--- src/rtl/core/aob_pkg.sv ---
// Shared types and constants for the ARGB source-over blend unit.
// Used by argb_over_blend_unit, aob_checker, aob_scoreboard and tb_top; depends on nothing else.
package aob_pkg;

  localparam int CHAN_W = 8;              // bits of one color or alpha component
  localparam int NUM_CHAN = 3;            // color components (blue, green, red)
  localparam int PIX_W = 32;              // one ARGB8888 pixel
  localparam int NUM_W = 2 * CHAN_W;      // weighted-sum numerator width
  localparam int QUO_BITS = CHAN_W;       // quotient bits, one per divider stage
  localparam int PRE_STAGES = 4;          // stages ahead of the divider
  localparam int NUM_STAGES = PRE_STAGES + QUO_BITS;

  localparam logic [CHAN_W-1:0] ALPHA_OPAQUE = 8'hFF;
  localparam logic [CHAN_W-1:0] ALPHA_CLEAR = 8'h00;

  typedef logic [CHAN_W-1:0] chan_t;
  typedef logic [NUM_W-1:0] num_t;
  typedef logic [PIX_W-1:0] pix_t;
  typedef logic [NUM_CHAN-1:0][NUM_W-1:0] num_vec_t;
  typedef logic [NUM_CHAN-1:0][CHAN_W-1:0] quo_vec_t;

endpackage

--- src/rtl/core/argb_over_blend_unit.sv ---
// Porter-Duff source-over composite of two ARGB8888 pixels, fully pipelined.
// Depends on aob_pkg for widths, constants and types.
//
//  Channel  | Ports                              | Direction | Transfer when
//  ---------+------------------------------------+-----------+---------------------------
//  input    | in_valid, in_stall, in_fg_argb,    | in        | in_valid && !in_stall
//           | in_bg_argb                         |           |
//  result   | out_valid, out_stall, out_argb     | out       | out_valid && !out_stall
//
// One pixel pair enters per clock while the input is not stalled. A result passes
// through four arithmetic stages, an eight-stage restoring divider (one quotient
// bit per stage) and the output register: 13 registers in a row.
// Reset (rst_n, synchronous, active low) clears all valid bits; payload is not reset.
// A stall on the result side holds the output register, and bubbles inside the
// pipeline keep filling, so the input stalls only when every stage is occupied.
module argb_over_blend_unit (
  input  logic                clk,
  input  logic                rst_n,
  input  logic                in_valid,
  output logic                in_stall,
  input  aob_pkg::pix_t       in_fg_argb,
  input  aob_pkg::pix_t       in_bg_argb,
  output logic                out_valid,
  input  logic                out_stall,
  output aob_pkg::pix_t       out_argb
);

  localparam int NST = aob_pkg::NUM_STAGES;
  localparam int QB = aob_pkg::QUO_BITS;
  localparam int NCH = aob_pkg::NUM_CHAN;
  localparam int CW = aob_pkg::CHAN_W;

  // Valid bit for each internal stage, plus the output register.
  logic [NST-1:0] vld_r;
  logic           out_valid_r;
  // rdy[k] is high when stage k may load this cycle; rdy[NST] is the output register.
  logic [NST:0]   rdy;

  // Stage 1: registered inputs and the background-alpha weight product ba*(255-a).
  aob_pkg::pix_t  s1_fg_r, s1_bg_r;
  aob_pkg::num_t  s1_prod_r;
  // Stage 2: scaled background alpha s and result alpha oa = a + s.
  aob_pkg::pix_t  s2_fg_r, s2_bg_r;
  aob_pkg::chan_t s2_a_r, s2_s_r, s2_oa_r;
  // Stage 3: the six per-channel products.
  aob_pkg::num_vec_t s3_pfa_r, s3_pbs_r;
  aob_pkg::chan_t    s3_oa_r;
  logic              s3_byp_r;
  aob_pkg::pix_t     s3_bg_r;
  // Stage 4: numerators of the final division.
  aob_pkg::num_vec_t s4_num_r;
  aob_pkg::chan_t    s4_oa_r;
  logic              s4_byp_r;
  aob_pkg::pix_t     s4_bg_r;
  // Divider stages, one quotient bit each, most significant bit first.
  aob_pkg::num_vec_t dv_rem_r [QB];
  aob_pkg::quo_vec_t dv_q_r   [QB];
  aob_pkg::chan_t    dv_oa_r  [QB];
  logic              dv_byp_r [QB];
  aob_pkg::pix_t     dv_bg_r  [QB];
  // Output register.
  aob_pkg::pix_t     out_argb_r;

  // Inputs of each divider stage, taken from the stage ahead of it.
  aob_pkg::num_vec_t dv_in_rem [QB];
  aob_pkg::quo_vec_t dv_in_q   [QB];
  aob_pkg::chan_t    dv_in_oa  [QB];
  logic              dv_in_byp [QB];
  aob_pkg::pix_t     dv_in_bg  [QB];
  aob_pkg::num_vec_t dv_rem_nxt [QB];
  aob_pkg::quo_vec_t dv_q_nxt   [QB];

  // Combinational values between stages.
  aob_pkg::chan_t    in_a, in_ia;
  logic [aob_pkg::NUM_W:0] div255_sum;
  aob_pkg::chan_t    s2_s_nxt;
  logic [CW:0]       s2_oa_wide;
  aob_pkg::num_vec_t s3_pfa_nxt, s3_pbs_nxt, s4_num_nxt;
  aob_pkg::pix_t     out_argb_nxt;

  // Ready chain: a stage may load when it is empty or its own content moves on.
  always_comb begin
    rdy[NST] = !out_valid_r || !out_stall;
    for (int k = NST - 1; k >= 0; k--) begin
      rdy[k] = !vld_r[k] || rdy[k+1];
    end
  end

  assign in_stall = !rdy[0];

  // Stage 1 logic: the weight product for the scaled background alpha.
  // With an opaque background this yields s = 255 - a and oa = 255, so the
  // general formula already covers that case exactly.
  always_comb begin
    in_a  = in_fg_argb[31:24];
    in_ia = aob_pkg::ALPHA_OPAQUE - in_a;
  end

  // Stage 2 logic: floor(x / 255) for x <= 65025 computed as (x + (x >> 8) + 1) >> 8.
  always_comb begin
    div255_sum = {1'b0, s1_prod_r} + {9'd0, s1_prod_r[15:8]} + 17'd1;
    s2_s_nxt   = div255_sum[15:8];
    s2_oa_wide = {1'b0, s1_fg_r[31:24]} + {1'b0, s2_s_nxt};
  end

  // Stage 3 and 4 logic: per-channel products, then their sums. Channel 0 is blue.
  always_comb begin
    for (int c = 0; c < NCH; c++) begin
      s3_pfa_nxt[c] = s2_fg_r[c*CW +: CW] * s2_a_r;
      s3_pbs_nxt[c] = s2_bg_r[c*CW +: CW] * s2_s_r;
      // The sum never exceeds 255 * oa, so it fits the numerator width.
      s4_num_nxt[c] = s3_pfa_r[c] + s3_pbs_r[c];
    end
  end

  // Divider: stage j decides quotient bit QB-1-j by one compare and subtract.
  // The quotient always fits in eight bits because the numerator never exceeds 255 * oa.
  always_comb begin
    dv_in_rem[0] = s4_num_r;
    dv_in_q[0]   = '0;
    dv_in_oa[0]  = s4_oa_r;
    dv_in_byp[0] = s4_byp_r;
    dv_in_bg[0]  = s4_bg_r;
    for (int j = 1; j < QB; j++) begin
      dv_in_rem[j] = dv_rem_r[j-1];
      dv_in_q[j]   = dv_q_r[j-1];
      dv_in_oa[j]  = dv_oa_r[j-1];
      dv_in_byp[j] = dv_byp_r[j-1];
      dv_in_bg[j]  = dv_bg_r[j-1];
    end
  end

  always_comb begin
    for (int j = 0; j < QB; j++) begin
      for (int c = 0; c < NCH; c++) begin
        logic [aob_pkg::NUM_W-1:0] trial;
        trial = {{(aob_pkg::NUM_W-CW){1'b0}}, dv_in_oa[j]} << (QB - 1 - j);
        dv_rem_nxt[j][c] = dv_in_rem[j][c];
        dv_q_nxt[j][c]   = dv_in_q[j][c];
        if (dv_in_rem[j][c] >= trial) begin
          dv_rem_nxt[j][c]          = dv_in_rem[j][c] - trial;
          dv_q_nxt[j][c][QB-1-j]    = 1'b1;
        end
      end
    end
  end

  // A transparent foreground passes the background through untouched; this also
  // avoids the zero divisor when both alphas are zero.
  always_comb begin
    if (dv_byp_r[QB-1]) begin
      out_argb_nxt = dv_bg_r[QB-1];
    end else begin
      out_argb_nxt = {dv_oa_r[QB-1], dv_q_r[QB-1][2], dv_q_r[QB-1][1], dv_q_r[QB-1][0]};
    end
  end

  // Valid bits travel with the data and are the only state cleared by reset.
  always_ff @(posedge clk) begin
    if (!rst_n) begin
      vld_r       <= '0;
      out_valid_r <= 1'b0;
    end else begin
      if (rdy[0]) begin
        vld_r[0] <= in_valid;
      end
      for (int k = 1; k < NST; k++) begin
        if (rdy[k]) begin
          vld_r[k] <= vld_r[k-1];
        end
      end
      if (rdy[NST]) begin
        out_valid_r <= vld_r[NST-1];
      end
    end
  end

  // Payload registers load together with their valid bit.
  always_ff @(posedge clk) begin
    if (rdy[0]) begin
      s1_fg_r   <= in_fg_argb;
      s1_bg_r   <= in_bg_argb;
      s1_prod_r <= in_bg_argb[31:24] * in_ia;
    end
    if (rdy[1]) begin
      s2_fg_r <= s1_fg_r;
      s2_bg_r <= s1_bg_r;
      s2_a_r  <= s1_fg_r[31:24];
      s2_s_r  <= s2_s_nxt;
      s2_oa_r <= s2_oa_wide[CW-1:0];
    end
    if (rdy[2]) begin
      s3_pfa_r <= s3_pfa_nxt;
      s3_pbs_r <= s3_pbs_nxt;
      s3_oa_r  <= s2_oa_r;
      s3_byp_r <= (s2_a_r == aob_pkg::ALPHA_CLEAR);
      s3_bg_r  <= s2_bg_r;
    end
    if (rdy[3]) begin
      s4_num_r <= s4_num_nxt;
      s4_oa_r  <= s3_oa_r;
      s4_byp_r <= s3_byp_r;
      s4_bg_r  <= s3_bg_r;
    end
    for (int j = 0; j < QB; j++) begin
      if (rdy[aob_pkg::PRE_STAGES + j]) begin
        dv_rem_r[j] <= dv_rem_nxt[j];
        dv_q_r[j]   <= dv_q_nxt[j];
        dv_oa_r[j]  <= dv_in_oa[j];
        dv_byp_r[j] <= dv_in_byp[j];
        dv_bg_r[j]  <= dv_in_bg[j];
      end
    end
    if (rdy[NST]) begin
      out_argb_r <= out_argb_nxt;
    end
  end

  assign out_valid = out_valid_r;
  assign out_argb  = out_argb_r;

endmodule

--- config.mk ---
export PLATFORM = sky130hd
export DESIGN_NAME = argb_over_blend_unit
export DESIGN_NICKNAME = d
export VERILOG_FILES = /design/src/rtl/core/aob_pkg.sv /design/src/rtl/core/argb_over_blend_unit.sv
export SDC_FILE = /design/constraint.sdc
export NUM_CORES = 2
export LEC_CHECK = 0
export BUFFER_PORTS_ARGS = -buffer_cell sky130_fd_sc_hd__buf_2
export CORE_UTILIZATION = 50
export CTS_BUF_LIST = sky130_fd_sc_hd__clkbuf_16
export DETAILED_ROUTE_END_ITERATION = 10
export PLACE_DENSITY = 0.66
export SETUP_SLACK_MARGIN = 0.2
export SLEW_MARGIN = 0
export SYNTH_ARGS = -nofsm -noshare
export SYNTH_HDL_FRONTEND = slang
export SYNTH_SLANG_ARGS = --single-unit
--- constraint.sdc ---
create_clock -name clk -period 8.2 [get_ports clk]
set_clock_uncertainty 0.15 [all_clocks]
set_input_delay 0.41 -clock clk [delete_from_list [all_inputs] [get_ports clk]]
set_output_delay 0.41 -clock clk [all_outputs]
set_load 0.05 [all_outputs]
==> results.tsv <==
stage	metric	value	unit
clocking	Clk Latency, worst-skew pair	0.76	ns
synth	synth cell count leaders	edfxtp_1 (1,190), inv_1 (541), ha_1 (503), and2_1 (330), fa_1 (277)	
timing	period utilization	64.9	%
layout	Finished Cell Area	72500	um^2
synth	post-synthesis cell area	65000	um^2
synth	post-synthesis sequential area ratio	55.3	%
floorplanning	initial core utilization	50.7	%
timing	fin. max-slew vios	0	
layout	post-route non-filler standard cell count	7063	
synth	Synth Net Count	5834	
timing	fmax	188	MHz
global_routing	Overflow after GRT	0	
worst_setup_path	top cell family by delay on the critical path	adder cells	
layout	layout cell share with drive strength beyond 1	7.82	%
synth	top_reg_cell synth	edfxtp_1	
clocking	Root Buffer	clkbuf_16	
worst_setup_path	crit-path max FO	24	
layout	Reg area	36000	um^2
global_routing	vias in the first global route	37507	
floorplanning	I/O pins	102	
synth	area leader, netlist	edfxtp_1	
outcome	status	completed	
layout	Fill cells	10367	
synth	#FFs+latches synth	1203	
drt	via count	36995	
timing	final hold vios	0	
timing	RSZ-0062 raised after global routing	false	
clocking	setup bufs post-CTS	0	
global_routing	antenna violations before repair	0	
worst_setup_path	Critical path buffers and inverters	3	
worst_setup_path	CP max stage delay	0.93	ns
layout	synth-to-layout area growth	11.5	%
floorplanning	die area	132000	um^2
worst_setup_path	Worst Path Arrival	5.62	ns
synth	Yosys warnings	0	
global_routing	largest net degree at the start of global routing	84	
timing	Slew headroom	30.6	%
clocking	H-tree depth	3	
timing	# setup viols final	0	
drt	number of remaining DRC errors	0	
placement	I/O Buffers	101	
worst_setup_path	Worst Path Required	8.50	ns
placement	placed cell areas	67700	um^2
drt	Detailed Route WL	127000	um
placement	Placer Congestion	0.879	
timing	Period minus WS final	5.32	ns
clocking	clk buf depth	3	
placement	post-placement cell count	6771	
synth	Syn Area/Cell	13.0	um^2
timing	total negative slack	0	ns
synth	top post-synthesis cells by area	edfxtp_1 (55%), ha_1 (9.7%), fa_1 (8.5%)	
layout	multi-input logic area	26800	um^2
synth	most numerous cell in the Yosys netlist	edfxtp_1	
synth	Post-synth EDFFs	1190	
floorplanning	area of the core	128000	um^2
clocking	TritonCTS clock tree	done	
clocking	Reg clk slew, reported paths	0.07	ns
synth	Cells after Synth	4986	
drt	Initial DRC Count	2142	
synth	share of Yosys cell area claimed by the top area cell type	54.9	%
worst_setup_path	CP Launch Type	flop	
drt	Pre-antenna DRT Iters	6	
worst_setup_path	Setup crit end kind	flop	
worst_setup_path	CP Cell Sequence	nand2_1 > fa_1 > fa_1 > inv_1 > fa_1 > inv_1 > fa_1 > inv_1 > ha_1 > o21a_1 > o31a_1 > o31a_1 > o211ai_1 > a21boi_0 > o41ai_1 > xnor2_1	
floorplanning	Rows	131	
floorplanning	Die W	363	um
placement	hpwl dp	95400	um
hold_path	Hold/Removal Path Class	input pin to flop	
global_routing	Total Routing Usage GR	19.6	%
drt	Via-to-Cell Ratio	5.24	
drt	Post-DRT Antenna Nets	0	
timing	Worst Max-Slew Pin Slew	1.04	ns
synth	Unique masters post-synth	78	
worst_setup_path	CP Class	flop to flop	
clocking	clock sink count	1203	
job	# Max-Cap Violations	0	
synth	asr flop ratio synth	0	%
global_routing	first-pass GRT wire length	202000	um
drt	WL per Instance	18.0	um
layout	ANT cells	0	
floorplanning	Die Y-Extent	363	um
clocking	CTS Buf Count	120	
layout	nets@finish	6081	
worst_setup_path	CP max stage cell	edfxtp_1	
worst_setup_path	most frequent cell on the critical path	fa_1	
-- metal layers --
metal | vias up | share of wire (%) | track usage, %
met3 | 243 | 3.2 | 2.60
li1 | 18259 | - | -
met1 | 17837 | 42 | 24.1
met2 | 656 | 50 | 34.4
met5 | - | 0 | 0
met4 | 0 | 4.7 | 8.72
-- cell type report --
cell class              count  share of cell area (%)
multi-input cells        3177                    37.0
well taps                1729                    2.98
clock buffers             120                    4.14
flip-flops and latches   1203                    49.6
inverters                 542                    2.82
clock inverters           103                    1.56
repair buffers            189                    1.85
-- worst paths after layout --
path                          from                endpoint  slack, ns  cells after the start
max            s2_s_r[3]$_DFFE_PP_  s3_pbs_r[47]$_DFFE_PP_       2.88                     16
min                  in_bg_argb[1]    s1_bg_r[1]$_DFFE_PN_       0.21                      2
max reg2reg    s2_s_r[3]$_DFFE_PP_  s3_pbs_r[47]$_DFFE_PP_       2.88                     16
min reg2reg  s1_bg_r[16]$_DFFE_PN_   s2_bg_r[16]$_DFFE_PP_       0.23                      0
-- cells by family (layout without fill, tap and decap cells) --
logic type	after synthesis	in the layout	synth area share [%]
compound gates	785	785	7.56
xor+xnor	254	254	3.42
fa+ha+maj	780	780	18.2
buf+inv	606	954	3.51
flops	1203	1203	55.3
mux	86	86	1.46
simple gates	1272	1272	10.5
-- per-stage QoR --
step	worst slack [ns]	util, %	hold slack [ns]
2_1_floorplan	0.978	-	0.250
3_3_place_gp	2.88	52.7	0.251
3_5_place_dp	2.88	52.7	0.255
4_1_cts	2.83	56.5	0.175
5_1_grt	2.51	56.5	0.182
6_report	2.88	56.5	0.212
-- state kept, by name, indices dropped and copies added (netlist names), 32 cells and up --
| signal | flops |
|---|---|
| dv_in_rem | 48 |
| s3_bg_r | 32 |
| dv_rem_r | 336 |
| out_argb | 32 |
| dv_bg_r | 256 |
| s2_bg_r | 32 |
| dv_q_r | 108 |
| s3_pfa_r | 48 |
| s4_bg_r | 32 |
| dv_oa_r | 64 |
| s3_pbs_r | 48 |
| s1_fg_r | 32 |
| s1_bg_r | 32 |
-- repair_timing --
action / 4_1_cts / 5_1_grt
endpoints found under the hold margin: 77 / 0
hold buffers: 69 / 0
resized for setup: 0 / 0
-- placed cells by master, fill, tap and decap left out, types with 67 or more instances in the layout --
cell type and n:
a21oi_1 239, and2_1 330, o21a_1 72, clkbuf_16 120, mux2_2 67, a21o_1 68
nor3_1 69, nand2_1 237, nor2_1 236, nor2b_1 119, dlygate4sd3_1 69, ha_1 503
xnor2_1 161, edfxtp_1 1190, o21ai_0 201, buf_2 101, fa_1 277, nand2b_1 69
xor2_1 93, inv_1 551
Power is not shown: default switching activity piles up to over one toggle a cycle in this logic, so the estimate is an artifact.
